### config.mk
export PLATFORM = sky130hd
export DESIGN_NAME = serial_commanded_sine_synthesizer
export DESIGN_NICKNAME = d
export VERILOG_FILES = /design/src/rtl/scss_pkg.sv /design/src/rtl/serial_commanded_sine_synthesizer.sv /design/src/rtl/scss_frame.sv /design/src/rtl/scss_step.sv /design/src/rtl/scss_wave.sv
export SDC_FILE = /design/constraint.sdc
export NUM_CORES = 1
export LEC_CHECK = 0
export BUFFER_PORTS_ARGS = -buffer_cell sky130_fd_sc_hd__buf_2
export CAP_MARGIN = 20
export CORE_UTILIZATION = 61
export CTS_BUF_LIST = sky130_fd_sc_hd__clkbuf_8
export DETAILED_ROUTE_END_ITERATION = 8
export HOLD_SLACK_MARGIN = 0.02
export PLACE_DENSITY = 0.77
export SETUP_SLACK_MARGIN = 0.2
export SKIP_LAST_GASP = 1
export SLEW_MARGIN = 10
export SYNTH_ARGS = -nofsm -noshare
export SYNTH_HDL_FRONTEND = slang
export SYNTH_SLANG_ARGS = --single-unit
### constraint.sdc
create_clock -name clk_i -period 6.6 [get_ports clk_i]
set_input_delay 1.32 -clock clk_i [delete_from_list [all_inputs] [get_ports clk_i]]
set_output_delay 1.32 -clock clk_i [all_outputs]
set_load 0.005 [all_outputs]
### src/rtl/scss_pkg.sv
package scss_pkg;

  localparam int unsigned TABLE_POINTS = 360;
  localparam int unsigned FRAME_BYTES  = 10;
  localparam int unsigned SINE_POINTS  = 360;
  localparam int unsigned FRAME_KEEP   = 3;
  localparam int unsigned FIFO_DEPTH   = 3;

  localparam int unsigned IDX_W  = $clog2(TABLE_POINTS);
  localparam int unsigned SUM_W  = ((IDX_W > 8) ? IDX_W : 8) + 1;
  localparam int unsigned CNT_W  = $clog2(FRAME_BYTES);
  localparam int unsigned KEEP_W = $clog2(FRAME_KEEP);
  localparam int unsigned PTR_W  = $clog2(FIFO_DEPTH);
  localparam int unsigned FCNT_W = $clog2(FIFO_DEPTH + 1);

  localparam int unsigned PROD_W  = 16 + $clog2(TABLE_POINTS + 1);
  localparam int unsigned M1_W    = PROD_W - 6;
  localparam int unsigned Q_W     = PROD_W - 6;
  localparam int unsigned MUL1_W  = PROD_W + M1_W;
  localparam int unsigned M2_W    = Q_W - 9;
  localparam int unsigned W_W     = Q_W - 9;
  localparam int unsigned MUL2_W  = Q_W + M2_W;
  localparam int unsigned WSAT_W  = (W_W > 8) ? W_W : 9;
  localparam int unsigned RECIP_100  = (2 ** PROD_W) / 100;
  localparam int unsigned RECIP_1000 = (2 ** Q_W) / 1000;
  localparam int unsigned STEP_STAGES = 5;

  localparam logic [9:0] SUM_RESET   = 10'd102;
  localparam logic [9:0] THOU_WRAP   = 10'd1000;

  localparam logic       OP_BYTE = 1'b0;
  localparam logic       OP_TICK = 1'b1;

  localparam logic [7:0] BYTE_TERM = 8'hFF;
  localparam logic [7:0] BYTE_ACT  = 8'h71;
  localparam logic [7:0] SEL_IDLE  = 8'hA0;
  localparam logic [7:0] SEL_FREQ  = 8'hA1;
  localparam logic [7:0] SEL_SWEEP = 8'hA2;
  localparam logic [7:0] SEL_DEBUG = 8'hB0;

  typedef enum logic [1:0] {
    MODE_IDLE  = 2'd0,
    MODE_FREQ  = 2'd1,
    MODE_SWEEP = 2'd2,
    MODE_DEBUG = 2'd3
  } mode_e;

  typedef struct packed {
    logic       valid;
    logic [7:0] b0;
    logic [7:0] b1;
    logic [7:0] b2;
  } close_t;

  typedef struct packed {
    logic start;
    logic clear;
  } step_ctl_t;

  typedef logic [7:0] wave_t [TABLE_POINTS];

  localparam logic [7:0] SINE360 [SINE_POINTS] = '{
    8'd128,8'd125,8'd123,8'd121,8'd119,8'd116,8'd114,8'd112,8'd110,8'd108,
    8'd105,8'd103,8'd101,8'd99,8'd97,8'd95,8'd92,8'd90,8'd88,8'd86,
    8'd84,8'd82,8'd80,8'd78,8'd76,8'd74,8'd72,8'd70,8'd68,8'd66,
    8'd64,8'd62,8'd60,8'd58,8'd56,8'd54,8'd53,8'd51,8'd49,8'd47,
    8'd46,8'd44,8'd42,8'd41,8'd39,8'd37,8'd36,8'd34,8'd33,8'd31,
    8'd30,8'd28,8'd27,8'd26,8'd24,8'd23,8'd22,8'd21,8'd19,8'd18,
    8'd17,8'd16,8'd15,8'd14,8'd13,8'd12,8'd11,8'd10,8'd9,8'd8,
    8'd8,8'd7,8'd6,8'd6,8'd5,8'd4,8'd4,8'd3,8'd3,8'd2,
    8'd2,8'd2,8'd1,8'd1,8'd1,8'd0,8'd0,8'd0,8'd0,8'd0,
    8'd0,8'd0,8'd0,8'd0,8'd0,8'd0,8'd1,8'd1,8'd1,8'd2,
    8'd2,8'd2,8'd3,8'd3,8'd4,8'd4,8'd5,8'd6,8'd6,8'd7,
    8'd8,8'd8,8'd9,8'd10,8'd11,8'd12,8'd13,8'd14,8'd15,8'd16,
    8'd17,8'd18,8'd19,8'd21,8'd22,8'd23,8'd24,8'd26,8'd27,8'd28,
    8'd30,8'd31,8'd33,8'd34,8'd36,8'd37,8'd39,8'd41,8'd42,8'd44,
    8'd46,8'd47,8'd49,8'd51,8'd53,8'd54,8'd56,8'd58,8'd60,8'd62,
    8'd64,8'd66,8'd68,8'd70,8'd72,8'd74,8'd76,8'd78,8'd80,8'd82,
    8'd84,8'd86,8'd88,8'd90,8'd92,8'd95,8'd97,8'd99,8'd101,8'd103,
    8'd105,8'd108,8'd110,8'd112,8'd114,8'd116,8'd119,8'd121,8'd123,8'd125,
    8'd128,8'd130,8'd132,8'd134,8'd136,8'd139,8'd141,8'd143,8'd145,8'd147,
    8'd150,8'd152,8'd154,8'd156,8'd158,8'd160,8'd163,8'd165,8'd167,8'd169,
    8'd171,8'd173,8'd175,8'd177,8'd179,8'd181,8'd183,8'd185,8'd187,8'd189,
    8'd191,8'd193,8'd195,8'd197,8'd199,8'd201,8'd202,8'd204,8'd206,8'd208,
    8'd209,8'd211,8'd213,8'd214,8'd216,8'd218,8'd219,8'd221,8'd222,8'd224,
    8'd225,8'd227,8'd228,8'd229,8'd231,8'd232,8'd233,8'd234,8'd236,8'd237,
    8'd238,8'd239,8'd240,8'd241,8'd242,8'd243,8'd244,8'd245,8'd246,8'd247,
    8'd247,8'd248,8'd249,8'd249,8'd250,8'd251,8'd251,8'd252,8'd252,8'd253,
    8'd253,8'd253,8'd254,8'd254,8'd254,8'd255,8'd255,8'd255,8'd255,8'd255,
    8'd255,8'd255,8'd255,8'd255,8'd255,8'd255,8'd254,8'd254,8'd254,8'd253,
    8'd253,8'd253,8'd252,8'd252,8'd251,8'd251,8'd250,8'd249,8'd249,8'd248,
    8'd247,8'd247,8'd246,8'd245,8'd244,8'd243,8'd242,8'd241,8'd240,8'd239,
    8'd238,8'd237,8'd236,8'd234,8'd233,8'd232,8'd231,8'd229,8'd228,8'd227,
    8'd225,8'd224,8'd222,8'd221,8'd219,8'd218,8'd216,8'd214,8'd213,8'd211,
    8'd209,8'd208,8'd206,8'd204,8'd202,8'd201,8'd199,8'd197,8'd195,8'd193,
    8'd191,8'd189,8'd187,8'd185,8'd183,8'd181,8'd179,8'd177,8'd175,8'd173,
    8'd171,8'd169,8'd167,8'd165,8'd163,8'd160,8'd158,8'd156,8'd154,8'd152,
    8'd150,8'd147,8'd145,8'd143,8'd141,8'd139,8'd136,8'd134,8'd132,8'd130
  };

  function automatic wave_t build_wave();
    wave_t w;
    for (int i = 0; i < TABLE_POINTS; i++) begin
      w[i] = SINE360[(i * SINE_POINTS) / TABLE_POINTS];
    end
    return w;
  endfunction

  localparam wave_t WAVE = build_wave();

endpackage

### src/rtl/serial_commanded_sine_synthesizer.sv
// Sine synthesizer commanded over a serial byte stream.
// Slave channel: tuser selects the kind of word (0 = received serial byte in
// tdata, 1 = sample tick). Master channel: one 8-bit unsigned sample per
// tick while output runs, midscale 128; ticks while stopped give nothing.
// Bytes build a frame that closes on three 0xFF bytes in a row or when the
// frame is full; the first byte selects a mode or acts in the current one.
// Any byte stops output, unless it closes a frame that starts output.
// Throughput: one word per cycle while tready is high. A frame that loads a new
// frequency holds tready low while the step unit (a multiply and two
// reciprocal divides with correction) works out the phase steps.
// A tick's sample passes a synchronous sine ROM read register and then an
// output queue entry before it appears on the master side.
// Stall: a 3-word output queue absorbs samples; tready drops when it and the
// ROM read in flight would fill it, so nothing is lost.
// Reset: idle mode, output stopped, phase 0, thousandths sum 102, steps 0.
module serial_commanded_sine_synthesizer (
  input  logic       clk_i,
  input  logic       rst_ni,
  input  logic       s_axis_tvalid_i,
  output logic       s_axis_tready_o,
  input  logic [7:0] s_axis_tdata_i,   // [7:0] rx_byte
  input  logic       s_axis_tuser_i,   // [0] op
  output logic       m_axis_tvalid_o,
  input  logic       m_axis_tready_i,
  output logic [7:0] m_axis_tdata_o    // [7:0] dac_sample
);

  scss_pkg::close_t    close;
  scss_pkg::step_ctl_t step_ctl;
  scss_pkg::mode_e     mode_q, mode_d;

  logic                       run_q, run_d;
  logic [scss_pkg::IDX_W-1:0] idx_q, idx_d, idx_nxt;
  logic [9:0]                 sum_q, sum_d, sum_nxt;
  logic [10:0]                sum_ext;
  logic                       carry;
  logic [scss_pkg::SUM_W-1:0] idx_sum;
  logic                       in_acc, byte_acc, tick_acc;
  logic                       step_busy, wave_room, rd_en;
  logic [7:0]                 whole;
  logic [9:0]                 thou;

  assign s_axis_tready_o = !step_busy && wave_room;
  assign in_acc   = s_axis_tvalid_i && s_axis_tready_o;
  assign byte_acc = in_acc && (s_axis_tuser_i == scss_pkg::OP_BYTE);
  assign tick_acc = in_acc && (s_axis_tuser_i == scss_pkg::OP_TICK);

  scss_frame u_frame (
    .clk_i        (clk_i),
    .rst_ni       (rst_ni),
    .byte_valid_i (byte_acc),
    .byte_i       (s_axis_tdata_i),
    .close_o      (close)
  );

  scss_step u_step (
    .clk_i   (clk_i),
    .rst_ni  (rst_ni),
    .ctl_i   (step_ctl),
    .freq_i  ({close.b2, close.b1}),
    .busy_o  (step_busy),
    .whole_o (whole),
    .thou_o  (thou)
  );

  scss_wave u_wave (
    .clk_i     (clk_i),
    .rst_ni    (rst_ni),
    .rd_en_i   (rd_en),
    .rd_addr_i (idx_q),
    .room_o    (wave_room),
    .m_valid_o (m_axis_tvalid_o),
    .m_ready_i (m_axis_tready_i),
    .m_data_o  (m_axis_tdata_o)
  );

  always_comb begin
    sum_ext = {1'b0, sum_q} + {1'b0, thou};
    carry   = sum_ext >= {1'b0, scss_pkg::THOU_WRAP};
    sum_nxt = carry ? 10'(sum_ext - {1'b0, scss_pkg::THOU_WRAP}) : sum_ext[9:0];
    idx_sum = scss_pkg::SUM_W'(idx_q) + scss_pkg::SUM_W'(whole) + scss_pkg::SUM_W'(carry);
    if (idx_sum >= scss_pkg::SUM_W'(scss_pkg::TABLE_POINTS)) begin
      idx_nxt = scss_pkg::IDX_W'(idx_sum - scss_pkg::SUM_W'(scss_pkg::TABLE_POINTS));
    end else begin
      idx_nxt = scss_pkg::IDX_W'(idx_sum);
    end
  end

  always_comb begin
    mode_d         = mode_q;
    run_d          = run_q;
    idx_d          = idx_q;
    sum_d          = sum_q;
    step_ctl.start = 1'b0;
    step_ctl.clear = 1'b0;
    rd_en          = 1'b0;
    if (byte_acc) begin
      run_d = 1'b0;
      if (close.valid) begin
        unique case (close.b0)
          scss_pkg::SEL_IDLE: begin
            mode_d         = scss_pkg::MODE_IDLE;
            idx_d          = '0;
            sum_d          = scss_pkg::SUM_RESET;
            step_ctl.clear = 1'b1;
          end
          scss_pkg::SEL_FREQ:  mode_d = scss_pkg::MODE_FREQ;
          scss_pkg::SEL_SWEEP: mode_d = scss_pkg::MODE_SWEEP;
          scss_pkg::SEL_DEBUG: mode_d = scss_pkg::MODE_DEBUG;
          default: begin
            unique case (mode_q)
              scss_pkg::MODE_IDLE: begin
                idx_d          = '0;
                sum_d          = scss_pkg::SUM_RESET;
                step_ctl.clear = 1'b1;
                if (close.b0 == scss_pkg::BYTE_ACT) begin
                  step_ctl.start = 1'b1;
                  run_d          = 1'b1;
                end
              end
              scss_pkg::MODE_FREQ: begin
                if (close.b0 == scss_pkg::BYTE_ACT) begin
                  step_ctl.start = 1'b1;
                  run_d          = 1'b1;
                end
              end
              scss_pkg::MODE_SWEEP: begin
                if (close.b0 == scss_pkg::BYTE_ACT) begin
                  run_d = 1'b1;
                end
              end
              scss_pkg::MODE_DEBUG: run_d = 1'b1;
              default: run_d = run_q;
            endcase
          end
        endcase
      end
    end else if (tick_acc && run_q) begin
      rd_en = 1'b1;
      idx_d = idx_nxt;
      sum_d = sum_nxt;
    end
  end

  always_ff @(posedge clk_i or negedge rst_ni) begin
    if (!rst_ni) begin
      mode_q <= scss_pkg::MODE_IDLE;
      run_q  <= 1'b0;
      idx_q  <= '0;
      sum_q  <= scss_pkg::SUM_RESET;
    end else begin
      mode_q <= mode_d;
      run_q  <= run_d;
      idx_q  <= idx_d;
      sum_q  <= sum_d;
    end
  end

  a_busy_blocks_input : assert property (@(posedge clk_i) disable iff (!rst_ni)
    step_busy |-> !s_axis_tready_o)
    else $error("input accepted while step unit busy");

  a_index_in_range : assert property (@(posedge clk_i) disable iff (!rst_ni)
    {1'b0, idx_q} < (scss_pkg::IDX_W + 1)'(scss_pkg::TABLE_POINTS))
    else $error("table index out of range");

  a_sum_in_range : assert property (@(posedge clk_i) disable iff (!rst_ni)
    sum_q < scss_pkg::THOU_WRAP)
    else $error("thousandths sum out of range");

endmodule

### src/rtl/scss_frame.sv
module scss_frame (
  input  logic                 clk_i,
  input  logic                 rst_ni,
  input  logic                 byte_valid_i,
  input  logic [7:0]           byte_i,
  output scss_pkg::close_t     close_o
);

  logic [scss_pkg::CNT_W-1:0] count_q, count_d;
  logic [1:0]                 term_q, term_d;
  logic [7:0]                 fb_q [scss_pkg::FRAME_KEEP];
  logic                       last;

  always_comb begin
    if (byte_i == scss_pkg::BYTE_TERM) begin
      term_d = (term_q == 2'd3) ? 2'd3 : term_q + 2'd1;
    end else begin
      term_d = 2'd0;
    end
    last = (term_d == 2'd3) ||
           (count_q == scss_pkg::CNT_W'(scss_pkg::FRAME_BYTES - 1));
    count_d = last ? '0 : count_q + scss_pkg::CNT_W'(1);
  end

  // forward the incoming word into the slot it lands in
  always_comb begin
    close_o.valid = byte_valid_i && last;
    close_o.b0 = (count_q == scss_pkg::CNT_W'(0)) ? byte_i : fb_q[0];
    close_o.b1 = (count_q == scss_pkg::CNT_W'(1)) ? byte_i : fb_q[1];
    close_o.b2 = (count_q == scss_pkg::CNT_W'(2)) ? byte_i : fb_q[2];
  end

  always_ff @(posedge clk_i or negedge rst_ni) begin
    if (!rst_ni) begin
      count_q <= '0;
      term_q  <= '0;
    end else if (byte_valid_i) begin
      count_q <= count_d;
      term_q  <= term_d;
    end
  end

  always_ff @(posedge clk_i) begin
    if (byte_valid_i && (count_q < scss_pkg::CNT_W'(scss_pkg::FRAME_KEEP))) begin
      fb_q[count_q[scss_pkg::KEEP_W-1:0]] <= byte_i;
    end
  end

endmodule

### src/rtl/scss_step.sv
module scss_step (
  input  logic                  clk_i,
  input  logic                  rst_ni,
  input  scss_pkg::step_ctl_t   ctl_i,
  input  logic [15:0]           freq_i,
  output logic                  busy_o,
  output logic [7:0]            whole_o,
  output logic [9:0]            thou_o
);

  logic [scss_pkg::STEP_STAGES-1:0] stg_q;
  logic [scss_pkg::PROD_W-1:0]      s_q;
  logic [scss_pkg::Q_W-1:0]         qe_q, q_q;
  logic [scss_pkg::W_W-1:0]         we_q;
  logic [7:0]                       whole_q, whole_d;
  logic [9:0]                       thou_q, thou_d;

  logic [scss_pkg::MUL1_W-1:0]      prod1;
  logic [scss_pkg::PROD_W-1:0]      r1;
  logic [scss_pkg::MUL2_W-1:0]      prod2;
  logic [scss_pkg::Q_W-1:0]         r2;
  logic                             fix2;
  logic [scss_pkg::W_W-1:0]         w;
  logic [scss_pkg::WSAT_W-1:0]      w_ext;

  always_comb begin
    prod1 = scss_pkg::MUL1_W'(s_q) * scss_pkg::MUL1_W'(scss_pkg::RECIP_100);
    r1    = s_q - scss_pkg::PROD_W'(qe_q) * scss_pkg::PROD_W'(100);
    prod2 = scss_pkg::MUL2_W'(q_q) * scss_pkg::MUL2_W'(scss_pkg::RECIP_1000);
    r2    = q_q - scss_pkg::Q_W'(we_q) * scss_pkg::Q_W'(1000);
    fix2  = r2 >= scss_pkg::Q_W'(1000);
    w     = we_q + scss_pkg::W_W'(fix2);
    w_ext = scss_pkg::WSAT_W'(w);
    whole_d = (w_ext > scss_pkg::WSAT_W'(255)) ? 8'hFF : w_ext[7:0];
    thou_d  = fix2 ? 10'(r2 - scss_pkg::Q_W'(1000)) : r2[9:0];
  end

  always_ff @(posedge clk_i or negedge rst_ni) begin
    if (!rst_ni) begin
      stg_q   <= '0;
      whole_q <= '0;
      thou_q  <= '0;
    end else begin
      stg_q <= {stg_q[scss_pkg::STEP_STAGES-2:0], ctl_i.start};
      if (ctl_i.clear) begin
        whole_q <= '0;
        thou_q  <= '0;
      end else if (stg_q[scss_pkg::STEP_STAGES-1]) begin
        whole_q <= whole_d;
        thou_q  <= thou_d;
      end
    end
  end

  always_ff @(posedge clk_i) begin
    if (ctl_i.start) begin
      s_q <= scss_pkg::PROD_W'(freq_i) * scss_pkg::PROD_W'(scss_pkg::TABLE_POINTS);
    end
    if (stg_q[0]) begin
      qe_q <= prod1[scss_pkg::PROD_W +: scss_pkg::Q_W];
    end
    if (stg_q[1]) begin
      q_q <= qe_q + scss_pkg::Q_W'(r1 >= scss_pkg::PROD_W'(100));
    end
    if (stg_q[2]) begin
      we_q <= prod2[scss_pkg::Q_W +: scss_pkg::W_W];
    end
  end

  assign busy_o  = |stg_q;
  assign whole_o = whole_q;
  assign thou_o  = thou_q;

endmodule

### src/rtl/scss_wave.sv
module scss_wave (
  input  logic                       clk_i,
  input  logic                       rst_ni,
  input  logic                       rd_en_i,
  input  logic [scss_pkg::IDX_W-1:0] rd_addr_i,
  output logic                       room_o,
  output logic                       m_valid_o,
  input  logic                       m_ready_i,
  output logic [7:0]                 m_data_o
);

  logic [7:0]                  rom_q;
  logic                        s1_q;
  logic [7:0]                  buf_q [scss_pkg::FIFO_DEPTH];
  logic [scss_pkg::PTR_W-1:0]  wr_ptr_q, rd_ptr_q;
  logic [scss_pkg::FCNT_W-1:0] cnt_q;
  logic                        pop;

  function automatic logic [scss_pkg::PTR_W-1:0] ptr_inc(
    input logic [scss_pkg::PTR_W-1:0] p
  );
    return (p == scss_pkg::PTR_W'(scss_pkg::FIFO_DEPTH - 1)) ? '0 : p + scss_pkg::PTR_W'(1);
  endfunction

  assign m_valid_o = cnt_q != '0;
  assign pop       = m_valid_o && m_ready_i;
  assign m_data_o  = buf_q[rd_ptr_q];
  assign room_o    = (cnt_q + scss_pkg::FCNT_W'(s1_q)) < scss_pkg::FCNT_W'(scss_pkg::FIFO_DEPTH);

  always_ff @(posedge clk_i) begin
    if (rd_en_i) begin
      rom_q <= scss_pkg::WAVE[rd_addr_i];
    end
    if (s1_q) begin
      buf_q[wr_ptr_q] <= rom_q;
    end
  end

  always_ff @(posedge clk_i or negedge rst_ni) begin
    if (!rst_ni) begin
      s1_q     <= 1'b0;
      wr_ptr_q <= '0;
      rd_ptr_q <= '0;
      cnt_q    <= '0;
    end else begin
      s1_q <= rd_en_i;
      if (s1_q) begin
        wr_ptr_q <= ptr_inc(wr_ptr_q);
      end
      if (pop) begin
        rd_ptr_q <= ptr_inc(rd_ptr_q);
      end
      cnt_q <= cnt_q + scss_pkg::FCNT_W'(s1_q) - scss_pkg::FCNT_W'(pop);
    end
  end

endmodule
==> run_summary.xml <==
<?xml version="1.0" encoding="UTF-8"?>
<metrics>
  <group name="status">
    <metric name="status" unit="">finished, violations left</metric>
    <metric name="violations" unit="">setup timing</metric>
  </group>
  <group name="power">
    <metric name="internal_power" unit="mW">3.40</metric>
    <metric name="switching_share_of_power" unit="%">45.1</metric>
    <metric name="comb_power_share" unit="%">61.3</metric>
    <metric name="power.density_cell_area" unit="mW/mm^2">215</metric>
    <metric name="sequentialPowerShare" unit="%">25.7</metric>
    <metric name="static_leakage" unit="nW">13.6</metric>
    <metric name="peak_ir_drop_on_the_vdd_network" unit="mV">0.882</metric>
    <metric name="total_switching_power" unit="mW">2.79</metric>
    <metric name="power.share.clock" unit="%">13.0</metric>
  </group>
  <group name="place">
    <metric name="finalWeightedCongestion" unit="">0.979</metric>
    <metric name="placed_area" unit="sq mm">0.0273</metric>
    <metric name="place_hpwl" unit="um">50500</metric>
    <metric name="count_of_buffers_from_port_buffering" unit="">22</metric>
  </group>
  <group name="synthesis">
    <metric name="area_of_the_mapped_netlist" unit="sq mm">0.0258</metric>
    <metric name="postSynthNetCount" unit="">3395</metric>
    <metric name="synth.ff_latch_count" unit="">184</metric>
    <metric name="synthesis.area_per_instance" unit="sq um">9.56</metric>
    <metric name="synth-main-ff-cell" unit="">edfxtp_1</metric>
    <metric name="synth-seq-area-share" unit="%">20.3</metric>
    <metric name="postSynthCellCount" unit="">2695</metric>
    <metric name="synth_warnings" unit="">0</metric>
    <metric name="yosysUniqueCellTypes" unit="">89</metric>
    <metric name="number_of_enable_flip_flop_cells_after_synthesis" unit="">126</metric>
    <metric name="synth_async_sr_flop_share" unit="%">31.5</metric>
  </group>
  <group name="floorplan">
    <metric name="die_h" unit="um">208</metric>
    <metric name="ios" unit="">23</metric>
    <metric name="initial_core_util" unit="%">62.5</metric>
    <metric name="die-width" unit="um">208</metric>
    <metric name="rows" unit="">74</metric>
    <metric name="die-area" unit="sq mm">0.0431</metric>
    <metric name="placeableCoreArea" unit="sq mm">0.0412</metric>
  </group>
  <group name="min_path">
    <metric name="path_type_of_the_worst_min_delay_path" unit="">reg -&gt; reg</metric>
  </group>
  <group name="clocking">
    <metric name="cts_tree" unit="">built</metric>
    <metric name="cts-htree-levels" unit="">4</metric>
    <metric name="numClockSinks" unit="">184</metric>
    <metric name="clock_insertion_delay_worst_skew" unit="ps">530</metric>
    <metric name="clk_pin_slew_worst_paths" unit="ps">110</metric>
    <metric name="max-clock-path-buffers" unit="">2</metric>
    <metric name="cts_hold_repair.buffers" unit="">0</metric>
    <metric name="cts_buffers" unit="">17</metric>
    <metric name="root_buffer" unit="">clkbuf_8</metric>
  </group>
  <group name="timing">
    <metric name="unrepaired_setup_endpoints_after_global_routing" unit="">yes</metric>
    <metric name="timing.final.crit_share" unit="%">101</metric>
    <metric name="setup_viol" unit="">9</metric>
    <metric name="clock_skew" unit="ps">16.4</metric>
    <metric name="timing.final.max_slew_violations" unit="">0</metric>
    <metric name="max_clock_freq" unit="MHz">150</metric>
    <metric name="worst_slew_pin_slew" unit="ps">1110</metric>
    <metric name="finalHoldViolCount" unit="">0</metric>
    <metric name="final.min_clock_period" unit="ps">6680</metric>
    <metric name="worst_slew_margin_rel" unit="%">26.3</metric>
    <metric name="setup_slack" unit="ps">-82.9</metric>
  </group>
  <group name="routing">
    <metric name="detail_route.wirelength" unit="um">65700</metric>
    <metric name="first_iter_violations" unit="">1693</metric>
    <metric name="route.vias.total" unit="">20700</metric>
    <metric name="dr.pass1.iters" unit="">6</metric>
    <metric name="vias_per_cell" unit="">6.09</metric>
    <metric name="antenna_left" unit="">0</metric>
    <metric name="post-route-drc-count" unit="">0</metric>
    <metric name="detail_route.wl_per_cell" unit="um">19.3</metric>
  </group>
  <group name="setup_path">
    <metric name="critPathMaxFanout" unit="">8</metric>
    <metric name="timing.critical_path.slowest_cell_delay" unit="ps">520</metric>
    <metric name="cpMaxStageDelayCell" unit="">fa_1</metric>
    <metric name="crit_end_category" unit="">register</metric>
    <metric name="cp_data_required_time" unit="ps">7020</metric>
    <metric name="setup.worst_path.class" unit="">reg -&gt; reg</metric>
    <metric name="cp.arrival" unit="ps">7100</metric>
    <metric name="r2r_setup_slack" unit="ps">-80</metric>
    <metric name="timing.critical_path.mode_cell" unit="">fa_1</metric>
    <metric name="worstSetupStartpointType" unit="">register</metric>
  </group>
  <group name="flow_run">
    <metric name="max_cap_violations" unit="">0</metric>
  </group>
  <group name="global_route">
    <metric name="antenna_found_initial" unit="">1</metric>
    <metric name="grt_pass1_wl" unit="um">104000</metric>
    <metric name="grt.total_usage" unit="%">30.1</metric>
    <metric name="grt_max_degree" unit="">84</metric>
    <metric name="grt.overflow.total" unit="">0</metric>
    <metric name="first_global_vias" unit="">21100</metric>
  </group>
  <group name="finish">
    <metric name="fillerInstances" unit="">3084</metric>
    <metric name="final_core_utilization" unit="%">70.0</metric>
    <metric name="post_route_design_area" unit="sq mm">0.0289</metric>
    <metric name="area_delta_synth_final" unit="%">12.0</metric>
    <metric name="drive_gt1_share" unit="%">15.0</metric>
    <metric name="layout.nets" unit="">3557</metric>
  </group>
</metrics>
-- power by group through the flow --
stage,Sequential (mW),Clock (mW),Combinational (mW)
after floorplan,1.55,0,3.00
after detailed placement,1.62,0,3.69
after global placement,1.61,0,3.58
after global routing,1.61,0.854,4.24
final,1.59,0.804,3.80
after CTS,1.59,0.817,3.71
-- path summary, 6_finish.rpt --
path / from / endpoint / depth (start not counted)
max: u_step.we_q[2] / u_step.whole_o[4] / 32
min: u_step.stg_q[3] / u_step.stg_q[4] / 0
max reg2reg: u_step.we_q[2] / u_step.whole_o[4] / 32
min reg2reg: u_step.stg_q[3] / u_step.stg_q[4] / 0
max in group asynchronous: rst_ni / u_frame.count_q[0] / 2
min in group asynchronous: rst_ni / idx_q[7] / 1
-- final cells by class --
type,count,area [sq um],share of cell area [%]
multi-input combinational,1993,19200,66.7
sequential,184,5240,18.2
inverter,443,1660,5.76
timing repair buffer,218,1640,5.69
tap,532,666,2.31
clock buffer,17,234,0.811
clock inverter,15,166,0.577
antenna,1,2.50,0.00867
-- worst max-delay path: cells and delay by family, from the launching register on --
kind                       cells  cell delay [ps]
xor gates and xnor gates       1              220
adders and majority gates      7             2570
AOI/OAI and AO/OA              5              760
buffers and inverters          7              730
DFF                            1              500
and+or+nand+nor               12             1770
-- cells by family (layout without fill, tap and decap cells) --
group,count (synthesis),count (layout),synth area share (%)
fa+ha+maj,687,687,40.2
compound gates,563,563,14.6
simple gates,558,558,10.6
buf+inv,518,693,7.61
flops,184,184,20.3
xor+xnor,135,135,4.59
mux,50,50,2.14
other cells,0,1,0
-- cell usage in the layout, fill, tap and decap left out, types with 33 or more instances in the layout --
master    synthesis  final
xnor2_1          94     86
edfxtp_1        126    126
fa_1            233    231
nor2_1          126    117
nor3_1           48     43
a21o_1           33     33
ha_1            454    433
nand3_1          55     51
nand2_1         169    161
dfrtp_1          54     52
o21ai_0         133    122
a21oi_1         138    121
buf_4             1    178
xor2_1           41     41
inv_1           440    430
-- flip-flops by register name, summed over array words and instances, names as in the netlist, 4 cells and up --
name             count
sum_q               10
u_step.we_q         10
u_step.stg_q         5
u_frame.fb_q        24
u_frame.count_q      4
idx_q                9
u_step.s_q          22
u_wave.buf_q        24
u_step.q_q          19
u_step.whole_o       8
u_step.qe_q         19
u_step.thou_o       10
u_wave.rom_q         8
-- Yosys cell counts, drive strengths merged, types with 33 or more instances --
library cell	instances	area share, %
xor2	41	1.4
o21ai	135	2.6
nor2	127	1.9
edfxtp	126	15
xnor2	94	3.2
clkbuf	64	0.93
dfrtp	54	5.2
a21o	33	0.96
a21oi	139	2.7
nor3	49	0.97
fa	233	18
inv	440	6.4
nand3	55	1.1
ha	454	22
nand2	169	2.5
-- what timing repair did --
item | in CTS | in global routing
pin swaps | 63 | 39
endpoints found under the setup margin | 26 | 43
gates resized for setup | 47 | 100
setup buffers | 25 | 41
-- stage by stage --
step                setup slack (ps)  TNS (ps)  hold WS, ps  total power [mW]  instances
global route                    -400     -4080          426              6.70       3402
floorplan                        155         0          355              4.55       2695
detailed placement              -314     -3870          384              5.31       3304
CTS                              203         0          408              6.12       3361
global placement                -151     -1040          361              5.19       3303
finish                         -82.9      -566          415              6.19       3403
-- metal layers --
layer,vias to the layer above,share of wire [%],track usage [%]
met3,163,4.9,3.15
li1,9688,-,-
met5,-,0,0
met2,718,50,53.0
met4,0,3.9,12.8
met1,10100,41,37.6
No activity file was read; power rests on OpenSTA's default activity.
